===== config.mk =====
export PLATFORM = sky130hd
export DESIGN_NAME = delta_endpoint_stream_decoder
export DESIGN_NICKNAME = d
export VERILOG_FILES = /design/src/desd_pkg.sv /design/src/desd_front.sv /design/src/desd_queue.sv /design/src/desd_back.sv /design/src/delta_endpoint_stream_decoder.sv
export SDC_FILE = /design/constraint.sdc
export NUM_CORES = 2
export LEC_CHECK = 0
export ABC_AREA = 0
export BUFFER_PORTS_ARGS = -buffer_cell sky130_fd_sc_hd__buf_2
export CORE_ASPECT_RATIO = 0.5
export CORE_UTILIZATION = 45
export CTS_CLUSTER_SIZE = 14
export DETAILED_ROUTE_END_ITERATION = 7
export GPL_TIMING_DRIVEN = 0
export HOLD_SLACK_MARGIN = 0.1
export PLACE_DENSITY = 0.71
export SLEW_MARGIN = 20
export SYNTH_ARGS = -nofsm -noshare
export SYNTH_HDL_FRONTEND = slang
export SYNTH_SLANG_ARGS = --single-unit

===== constraint.sdc =====
create_clock -name clk -period 19.5 [get_ports clk]
set_input_delay 3.9 -clock clk [delete_from_list [all_inputs] [get_ports clk]]
set_output_delay 3.9 -clock clk [all_outputs]
set_load 0.02 [all_outputs]

===== src/desd_pkg.sv =====
// Shared types, constants and the code table for the delta endpoint stream decoder.
// Depends on nothing; used by the parser, the record queue and the accumulator.
package desd_pkg;

    // Field widths
    localparam int BYTE_W       = 8;
    localparam int DELTA_W      = 30;
    localparam int INDEX_W      = 34;
    localparam int ENDPOINT_W   = 64;
    localparam int BASE_W       = 12;
    localparam int EXTRA_W      = 4;
    localparam int HOLD_W       = 9;
    localparam int LEFT_W       = 6;

    // Record layout
    localparam logic [7:0] ESC_CODE             = 8'hff;
    localparam logic [LEFT_W-1:0] LIT_BITS       = 6'd10;
    localparam logic [LEFT_W-1:0] IDX_BITS       = 6'd33;
    localparam logic [LEFT_W-1:0] ESC_DELTA_BITS = 6'd30;
    localparam logic [LEFT_W-1:0] ESC_INDEX_BITS = 6'd34;
    localparam int ENDPOINT_SHIFT                = 12;

    // One decoded record handed from the parser to the accumulator
    typedef struct packed {
        logic               escaped;
        logic [INDEX_W-1:0] index;
        logic [DELTA_W-1:0] delta;
    } record_t;

    // Base and extra-bit count of a non-escape code. Groups of codes are laid
    // out by extra-bit count, each group's base following the previous one.
    typedef struct packed {
        logic [BASE_W-1:0]  base;
        logic [EXTRA_W-1:0] extra;
    } code_entry_t;

    function automatic code_entry_t code_lookup(input logic [7:0] code);
        code_entry_t        ent;
        logic [7:0]         first;
        logic [BASE_W-1:0]  gbase;
        logic [EXTRA_W-1:0] ext;
        logic [BASE_W-1:0]  offs;
        begin
            priority if (code >= 8'd255)
            begin
                first = 8'd255; gbase = 12'd0;    ext = 4'd0;
            end
            else if (code >= 8'd254)
            begin
                first = 8'd254; gbase = 12'd3568; ext = 4'd9;
            end
            else if (code >= 8'd252)
            begin
                first = 8'd252; gbase = 12'd3056; ext = 4'd8;
            end
            else if (code >= 8'd248)
            begin
                first = 8'd248; gbase = 12'd2544; ext = 4'd7;
            end
            else if (code >= 8'd240)
            begin
                first = 8'd240; gbase = 12'd2032; ext = 4'd6;
            end
            else if (code >= 8'd224)
            begin
                first = 8'd224; gbase = 12'd1520; ext = 4'd5;
            end
            else if (code >= 8'd192)
            begin
                first = 8'd192; gbase = 12'd1008; ext = 4'd4;
            end
            else if (code >= 8'd130)
            begin
                first = 8'd130; gbase = 12'd512;  ext = 4'd3;
            end
            else if (code >= 8'd4)
            begin
                first = 8'd4;   gbase = 12'd8;    ext = 4'd2;
            end
            else
            begin
                first = 8'd0;   gbase = 12'd0;    ext = 4'd1;
            end
            offs      = BASE_W'(code - first) << ext;
            ent.base  = gbase + offs;
            ent.extra = ext;
            return ent;
        end
    endfunction

endpackage


===== src/desd_front.sv =====
// Byte parser: takes one compressed byte per cycle, walks its eight bits
// MSB first and emits finished records. Depends on desd_pkg.
module desd_front
(
    input  logic                   clk,
    input  logic                   rst_n,
    input  logic                   byte_valid,
    input  logic [7:0]             byte_data,
    output logic                   rec_valid,
    output desd_pkg::record_t      rec
);

    localparam logic [2:0] PH_CODE      = 3'd0;
    localparam logic [2:0] PH_EXTRA     = 3'd1;
    localparam logic [2:0] PH_LIT       = 3'd2;
    localparam logic [2:0] PH_IDX       = 3'd3;
    localparam logic [2:0] PH_ESC_DELTA = 3'd4;
    localparam logic [2:0] PH_ESC_INDEX = 3'd5;

    typedef struct packed {
        logic [2:0]                     phase;
        logic [desd_pkg::LEFT_W-1:0]    left;
        logic [desd_pkg::HOLD_W-1:0]    hold;
        logic [2:0]                     held;
        logic [desd_pkg::DELTA_W-1:0]   delta;
        logic [desd_pkg::INDEX_W-1:0]   index;
        logic                           esc;
    } parse_state_t;

    typedef struct packed {
        parse_state_t st;
        logic         done;
    } step_result_t;

    // Advance the parser by one bit
    function automatic step_result_t step_bit(input parse_state_t cur, input logic b);
        step_result_t           res;
        logic [7:0]             code;
        desd_pkg::code_entry_t  ent;
        logic [desd_pkg::HOLD_W-1:0] hold_new;
        begin
            res.st   = cur;
            res.done = 1'b0;
            code     = {cur.hold[6:0], b};
            ent      = desd_pkg::code_lookup(code);
            hold_new = {cur.hold[desd_pkg::HOLD_W-2:0], b};
            unique case (cur.phase)
                PH_EXTRA:
                begin
                    res.st.hold = hold_new;
                    res.st.left = cur.left - 1'b1;
                    if (cur.left == 6'd1)
                    begin
                        res.st.delta = cur.delta + desd_pkg::DELTA_W'(hold_new);
                        res.st.hold  = '0;
                        res.st.phase = PH_LIT;
                        res.st.left  = desd_pkg::LIT_BITS;
                    end
                end
                PH_LIT:
                begin
                    res.st.delta = {cur.delta[desd_pkg::DELTA_W-2:0], b};
                    res.st.left  = cur.left - 1'b1;
                    if (cur.left == 6'd1)
                    begin
                        res.st.phase = PH_IDX;
                        res.st.left  = desd_pkg::IDX_BITS;
                        res.st.index = '0;
                    end
                end
                PH_ESC_DELTA:
                begin
                    res.st.delta = {cur.delta[desd_pkg::DELTA_W-2:0], b};
                    res.st.left  = cur.left - 1'b1;
                    if (cur.left == 6'd1)
                    begin
                        res.st.phase = PH_ESC_INDEX;
                        res.st.left  = desd_pkg::ESC_INDEX_BITS;
                        res.st.index = '0;
                    end
                end
                PH_IDX, PH_ESC_INDEX:
                begin
                    res.st.index = {cur.index[desd_pkg::INDEX_W-2:0], b};
                    res.st.left  = cur.left - 1'b1;
                    res.done     = (cur.left == 6'd1);
                end
                default:
                begin
                    // Gather code bits; decode once eight have arrived
                    res.st.phase = PH_CODE;
                    res.st.hold  = desd_pkg::HOLD_W'(code);
                    res.st.held  = cur.held + 1'b1;
                    if (cur.held == 3'd7)
                    begin
                        res.st.hold  = '0;
                        res.st.held  = '0;
                        res.st.index = '0;
                        if (code == desd_pkg::ESC_CODE)
                        begin
                            res.st.esc   = 1'b1;
                            res.st.delta = '0;
                            res.st.phase = PH_ESC_DELTA;
                            res.st.left  = desd_pkg::ESC_DELTA_BITS;
                        end
                        else
                        begin
                            res.st.esc   = 1'b0;
                            res.st.delta = desd_pkg::DELTA_W'(ent.base);
                            if (ent.extra != '0)
                            begin
                                res.st.phase = PH_EXTRA;
                                res.st.left  = desd_pkg::LEFT_W'(ent.extra);
                            end
                            else
                            begin
                                res.st.phase = PH_LIT;
                                res.st.left  = desd_pkg::LIT_BITS;
                            end
                        end
                    end
                end
            endcase
            return res;
        end
    endfunction

    parse_state_t state_reg;
    parse_state_t state_next;
    step_result_t steps [8];
    parse_state_t carry [9];

    // Walk the byte MSB first; at most one record can finish per byte
    always_comb
    begin
        carry[0]  = state_reg;
        rec_valid = 1'b0;
        rec       = '0;
        for (int k = 0; k < 8; k++)
        begin
            steps[k]     = step_bit(carry[k], byte_data[7-k]);
            carry[k+1]   = steps[k].st;
            if (steps[k].done)
            begin
                rec_valid     = byte_valid;
                rec.delta     = steps[k].st.delta;
                rec.index     = steps[k].st.index;
                rec.escaped   = steps[k].st.esc;
                carry[k+1].phase = PH_CODE;
                carry[k+1].left  = '0;
                carry[k+1].delta = '0;
                carry[k+1].index = '0;
                carry[k+1].hold  = '0;
                carry[k+1].held  = '0;
            end
        end
        state_next = byte_valid ? carry[8] : state_reg;
    end

    // Hold parser state between bytes
    always_ff @(posedge clk or negedge rst_n)
    begin
        if (!rst_n)
        begin
            state_reg <= '0;
        end
        else
        begin
            state_reg <= state_next;
        end
    end

`ifndef ASSERT_OFF
    // A normal record carries a 33-bit index and a delta below 2^22
    a_normal_record_range: assert property (@(posedge clk) disable iff (!rst_n)
        rec_valid && !rec.escaped |-> !rec.index[33] && (rec.delta[29:22] == '0))
        else $error("normal record out of range");

    // Parser state only moves when a byte is taken
    a_state_holds_idle: assert property (@(posedge clk) disable iff (!rst_n)
        !byte_valid |=> $stable(state_reg))
        else $error("parser state moved without a byte");
`endif

endmodule


===== src/desd_queue.sv =====
// Short record queue between the parser and the accumulator.
// Depends on desd_pkg for the record type.
module desd_queue
#(
    parameter int AW = 2
)
(
    input  logic                   clk,
    input  logic                   rst_n,
    input  logic                   push,
    input  desd_pkg::record_t      push_rec,
    output logic                   full,
    input  logic                   pop,
    output logic                   avail,
    output desd_pkg::record_t      head
);

    localparam int DEPTH = 1 << AW;

    desd_pkg::record_t slots [DEPTH];
    logic [AW-1:0]     wr_ptr_reg;
    logic [AW-1:0]     rd_ptr_reg;
    logic [AW:0]       count_reg;
    logic [AW:0]       count_next;

    assign full  = (count_reg == (AW+1)'(DEPTH));
    assign avail = (count_reg != '0);
    assign head  = slots[rd_ptr_reg];

    // Track occupancy
    always_comb
    begin
        count_next = count_reg;
        if (push && !pop)
            count_next = count_reg + 1'b1;
        else if (pop && !push)
            count_next = count_reg - 1'b1;
    end

    // Store records
    always_ff @(posedge clk)
    begin
        if (push)
            slots[wr_ptr_reg] <= push_rec;
    end

    // Advance pointers
    always_ff @(posedge clk or negedge rst_n)
    begin
        if (!rst_n)
        begin
            wr_ptr_reg <= '0;
            rd_ptr_reg <= '0;
            count_reg  <= '0;
        end
        else
        begin
            if (push)
                wr_ptr_reg <= wr_ptr_reg + 1'b1;
            if (pop)
                rd_ptr_reg <= rd_ptr_reg + 1'b1;
            count_reg <= count_next;
        end
    end

`ifndef ASSERT_OFF
    // Never write into a full queue nor read an empty one
    a_no_overflow: assert property (@(posedge clk) disable iff (!rst_n)
        !(push && full) && !(pop && !avail))
        else $error("record queue overflow or underflow");

    // Occupancy agrees with the pointer distance
    a_count_matches_ptrs: assert property (@(posedge clk) disable iff (!rst_n)
        AW'(wr_ptr_reg - rd_ptr_reg) == count_reg[AW-1:0])
        else $error("record queue count out of step with pointers");
`endif

endmodule


===== src/desd_back.sv =====
// Accumulator: adds each record's delta, shifted left twelve, to the running
// endpoint and holds the result for the output channel. Depends on desd_pkg.
module desd_back
(
    input  logic                           clk,
    input  logic                           rst_n,
    input  logic                           avail,
    input  desd_pkg::record_t              head,
    output logic                           pop,
    output logic                           out_valid,
    input  logic                           out_ready,
    output logic [desd_pkg::ENDPOINT_W-1:0] endpoint,
    output logic [desd_pkg::INDEX_W-1:0]   chain_index,
    output logic                           was_escaped
);

    logic                            valid_reg;
    logic [desd_pkg::ENDPOINT_W-1:0] endpoint_reg;
    logic [desd_pkg::INDEX_W-1:0]    index_reg;
    logic                            esc_reg;
    logic [desd_pkg::ENDPOINT_W-1:0] step_add;

    // Take a record whenever the output register is free or being drained
    assign pop      = avail && (!valid_reg || out_ready);
    assign step_add = {(desd_pkg::ENDPOINT_W - desd_pkg::DELTA_W - desd_pkg::ENDPOINT_SHIFT)'(0),
                       head.delta, desd_pkg::ENDPOINT_SHIFT'(0)};

    assign out_valid   = valid_reg;
    assign endpoint    = endpoint_reg;
    assign chain_index = index_reg;
    assign was_escaped = esc_reg;

    // Accumulate endpoint and load output payload
    always_ff @(posedge clk or negedge rst_n)
    begin
        if (!rst_n)
        begin
            valid_reg    <= 1'b0;
            endpoint_reg <= '0;
        end
        else
        begin
            if (pop)
            begin
                valid_reg    <= 1'b1;
                endpoint_reg <= endpoint_reg + step_add;
            end
            else if (out_ready)
            begin
                valid_reg <= 1'b0;
            end
        end
    end

    always_ff @(posedge clk)
    begin
        if (pop)
        begin
            index_reg <= head.index;
            esc_reg   <= head.escaped;
        end
    end

`ifndef ASSERT_OFF
    // A popped record always shows up on the output next cycle
    a_pop_shows: assert property (@(posedge clk) disable iff (!rst_n)
        pop |=> out_valid)
        else $error("popped record not presented");

    // The running endpoint moves only by taking a record
    a_endpoint_moves_on_pop: assert property (@(posedge clk) disable iff (!rst_n)
        !pop |=> $stable(endpoint_reg))
        else $error("endpoint changed without a record");
`endif

endmodule


===== src/delta_endpoint_stream_decoder.sv =====
// Top level of the delta endpoint stream decoder: parser, record queue and
// accumulator. Depends on desd_pkg, desd_front, desd_queue and desd_back.
//
// Usage:
//   Slave channel carries compressed bytes (s_tdata), consumed MSB first.
//   Master channel carries one decoded record: m_tdata holds the running
//   endpoint and the chain index, m_tuser flags an escaped record.
//   Throughput: one byte per cycle unless stalled. Every byte is parsed in the cycle it is
//   accepted, all eight bits at once, so at most one record ends per byte.
//   A record whose last bit arrives in a byte is written to the queue on the
//   edge that accepts the byte, then enters the output register (accumulate)
//   and shows on m_tvalid once that register is free. The accumulator adds
//   one record per cycle into the 64-bit endpoint unless the output stalls.
//   Reset: the parser waits for a code, the endpoint is zero, the queue and
//   output register are empty.
//   Stall: while m_tready is low the output register holds its record; up to
//   2**QUEUE_AW further records wait in the queue, and once it is full
//   s_tready drops until the output drains.
module delta_endpoint_stream_decoder
#(
    parameter int QUEUE_AW = 2
)
(
    input  logic         clk,
    input  logic         rst_n,
    input  logic         s_tvalid,
    output logic         s_tready,
    input  logic [7:0]   s_tdata,    // [7:0] stream_byte
    output logic         m_tvalid,
    input  logic         m_tready,
    output logic [103:0] m_tdata,    // [63:0] endpoint, [97:64] chain_index, [103:98] zero
    output logic [0:0]   m_tuser     // [0] was_escaped
);

    logic              byte_take;
    logic              rec_valid;
    desd_pkg::record_t rec;
    logic              q_full;
    logic              q_avail;
    logic              q_pop;
    desd_pkg::record_t q_head;
    logic [desd_pkg::ENDPOINT_W-1:0] endpoint;
    logic [desd_pkg::INDEX_W-1:0]    chain_index;
    logic                            was_escaped;

    // Accept a byte whenever the queue can absorb a record
    assign s_tready  = !q_full;
    assign byte_take = s_tvalid && !q_full;

    desd_front u_front
    (
        .clk        (clk),
        .rst_n      (rst_n),
        .byte_valid (byte_take),
        .byte_data  (s_tdata),
        .rec_valid  (rec_valid),
        .rec        (rec)
    );

    desd_queue #(.AW(QUEUE_AW)) u_queue
    (
        .clk      (clk),
        .rst_n    (rst_n),
        .push     (rec_valid),
        .push_rec (rec),
        .full     (q_full),
        .pop      (q_pop),
        .avail    (q_avail),
        .head     (q_head)
    );

    desd_back u_back
    (
        .clk         (clk),
        .rst_n       (rst_n),
        .avail       (q_avail),
        .head        (q_head),
        .pop         (q_pop),
        .out_valid   (m_tvalid),
        .out_ready   (m_tready),
        .endpoint    (endpoint),
        .chain_index (chain_index),
        .was_escaped (was_escaped)
    );

    // Pack the output channel
    assign m_tdata    = {6'd0, chain_index, endpoint};
    assign m_tuser[0] = was_escaped;

endmodule

==> results.txt <==
Result of the run -> finished with violations
Violations in the final reports -> design-rule violations
GP Congestion -> 1.12
Post-synth ARST share -> 33.0%
Slew Viols, Final -> 0
Setup-failing EPs final -> 0
R2R Path End -> u_queue.slots[0][30]
Core Region -> 121000 um^2
Leading register cell type out of synthesis -> edfxtp_1
Clock tree buffer depth -> 3
Final Skew -> 0.0122 ns
Sequential Area -> 12500 um^2
Cell family contributing the most delay on the critical path -> compound AO/OA/AOI/OAI gates
Final period util -> 99.9%
Yosys cell types -> 148
Post-synth EDFFs -> 295
DIE AREA -> 123000 um^2
Area Growth Syn to Fin -> 15.3%
CP Capture Type -> register
Slew @ Worst Pin -> 1.35 ns
Layout net count -> 7721
Starting Density -> 45.4%
Max reg flops -> 260
Slew headroom -> 9.99%
Total grt overflow -> 0
Setup_tns -> 0 ns
Post-Synth Adder-Cell Area -> 7.01%
Via count -> 64.8k
H-Tree Depth -> 2
Antenna violations before repair -> 21
Global-route wire length before repair -> 396000 um
WP data required -> 19.80 ns
Clock Sink Count -> 440
Detailed Place HPWL -> 217000 um
Vias/cell -> 7.15
Mapped cell area -> 54800 um^2
Worst Hold Class -> register to register
Final hold vios -> 0
Met2 wire length -> 106000 um
Clock root cell -> clkbuf_16
Main combinational cell family by area after synthesis -> compound AO/OA/AOI/OAI gates
Yosys synthesis warning count -> 0
Most common cell after layout, fill and taps aside -> nor2_1
Fillers -> 11.7k
Wire length on met1 -> 115000 um
First DRT Iteration DRCs -> 10.5k
Top routing layer in use -> met5
Drt pass-1 iters -> 8
Die Span X -> 495 um
Minimum clock period -> 19.48 ns
Crit path buffers/inverters -> 9
# rows -> 90
Leading cell types in the layout, fill and taps excluded -> nor2_1, nand2_1, a21oi_1, o21ai_0, edfxtp_1
Critical Path Start -> s_tdata[7]
Post-synthesis compound-gate area fraction -> 33.9%
CP Class -> input pin to register
R2r setup slk -> 0.86 ns
Slowest CP cell -> nor2_1
Max-cap violations -> 0
Post-Synth XOR/XNOR Area -> 4.09%
CTS buffer count -> 44
DRC viols -> 4
Post-Synth Simple-Gate Area -> 21.7%
Seq/Total Area, Yosys -> 22.8%
CP max stage delay -> 0.89 ns
Multiplexer area fraction after synthesis -> 4.81%
Crit path max fanout -> 10
All-Layer GR Usage -> 42.7%
Antenna Violating Nets Remaining -> 0
CP arrival -> 19.77 ns
Hold Buf Count CTS -> 0
Synth Register Bits -> 440
Clock Latency Late Sink -> 0.59 ns
Syn_area_per_cell -> 7.75 um^2
Multi-input logic area -> 41500 um^2
Worst path depth -> 59
Crit path to -> u_queue.slots[3][18]
Final core occ -> 52.3%
Reg2reg start -> u_front.carry[771]
# IOs -> 119
Final WL -> 277000 um
Largest net degree at the start of global routing -> 91
Clk pin slew, worst setup/hold paths -> 0.06 ns
Met3 wire len -> 42000 um
R2R depth -> 56
Max Fclk -> 51.3 MHz
IO Port Bufs -> 100
Share of layout cells above drive strength 1 -> 15.4%
Vias in the first global route -> 58.2k
CTS tree -> done
Die height -> 249 um
Avg WL per Cell -> 30.5 um
CP Launch Type -> input pin
Post-Syn Instances -> 7069
[timing repair]
action                     4_1_cts  5_1_grt
setup endpoints to repair      610      580
setup buffers                  100       76
pin swaps                       67       78
gates cloned                     0        1
gates resized for setup        338      256
[stage by stage]
step / instance area (um^2) / instances / setup slack [ns] / hold slack, ns
global placement: 57400 / 8796 / -9.57 / 0.461
finish: 63100 / 9070 / 0.0237 / 0.488
global route: 63100 / 9064 / -0.323 / 0.512
CTS: 61400 / 8986 / -0.00224 / 0.490
detailed placement: 57700 / 8810 / -8.14 / 0.478
floorplan: 54900 / 7086 / 0.00782 / 0.451
[how the worst min path moves through the flow]
stage                                   start                  end  depth (start not counted)
final                     u_back.endpoint[49]  u_back.endpoint[49]                          1
after floorplan            u_front.carry[722]   u_front.carry[722]                          2
after global placement    u_back.endpoint[63]  u_back.endpoint[63]                          1
after detailed placement  u_back.endpoint[63]  u_back.endpoint[63]                          1
after CTS                 u_back.endpoint[52]  u_back.endpoint[52]                          1
after global routing      u_back.endpoint[62]  u_back.endpoint[62]                          1
[routing by layer]
| layer | track usage [%] | up-vias |
|---|---|---|
| met2 | 57.9 | 4790 |
| met3 | 15.6 | 870 |
| met4 | 15.4 | 18 |
| met5 | 0 | - |
| met1 | 61.1 | 31300 |
| li1 | - | 27900 |
[logic make-up (layout without fill, tap and decap cells)]
kind of cell | count (synthesis) | in the layout
compound gates | 2748 | 2748
simple gates | 2423 | 2423
buf+inv | 731 | 1099
flops | 440 | 440
fa+ha+maj | 291 | 291
xor+xnor | 256 | 256
mux | 179 | 179
other cells | 1 | 24
[synth_stat cells, drive strengths merged, types with 146 or more instances]
master  instances  area (um^2)
nor3          162          917
nand3         168          866
buf           146          866
edfxtp        295         8860
nand2         699         2630
a21oi         571         2880
a22oi         290         2180
nor2          727         2750
o21ai         569         2880
inv           245          920
clkbuf        327         1230
ha            265         3320
xnor2         163         1430
o22ai         182         1150
[area by class of cell]
class	instances	area share, %
repair buffers	295	3.43
flip-flops and latches	440	19.8
clock buffers	57	1.93
well taps	1610	3.19
multi-input cells	5915	65.7
diodes	6	0.0238
clock inverters	25	0.523
inverters	256	1.58
plain buffers	466	3.85
Power is left out: the tool's default activity adds up to more than one toggle a clock period on the data nets, which glitch-free logic cannot reach.
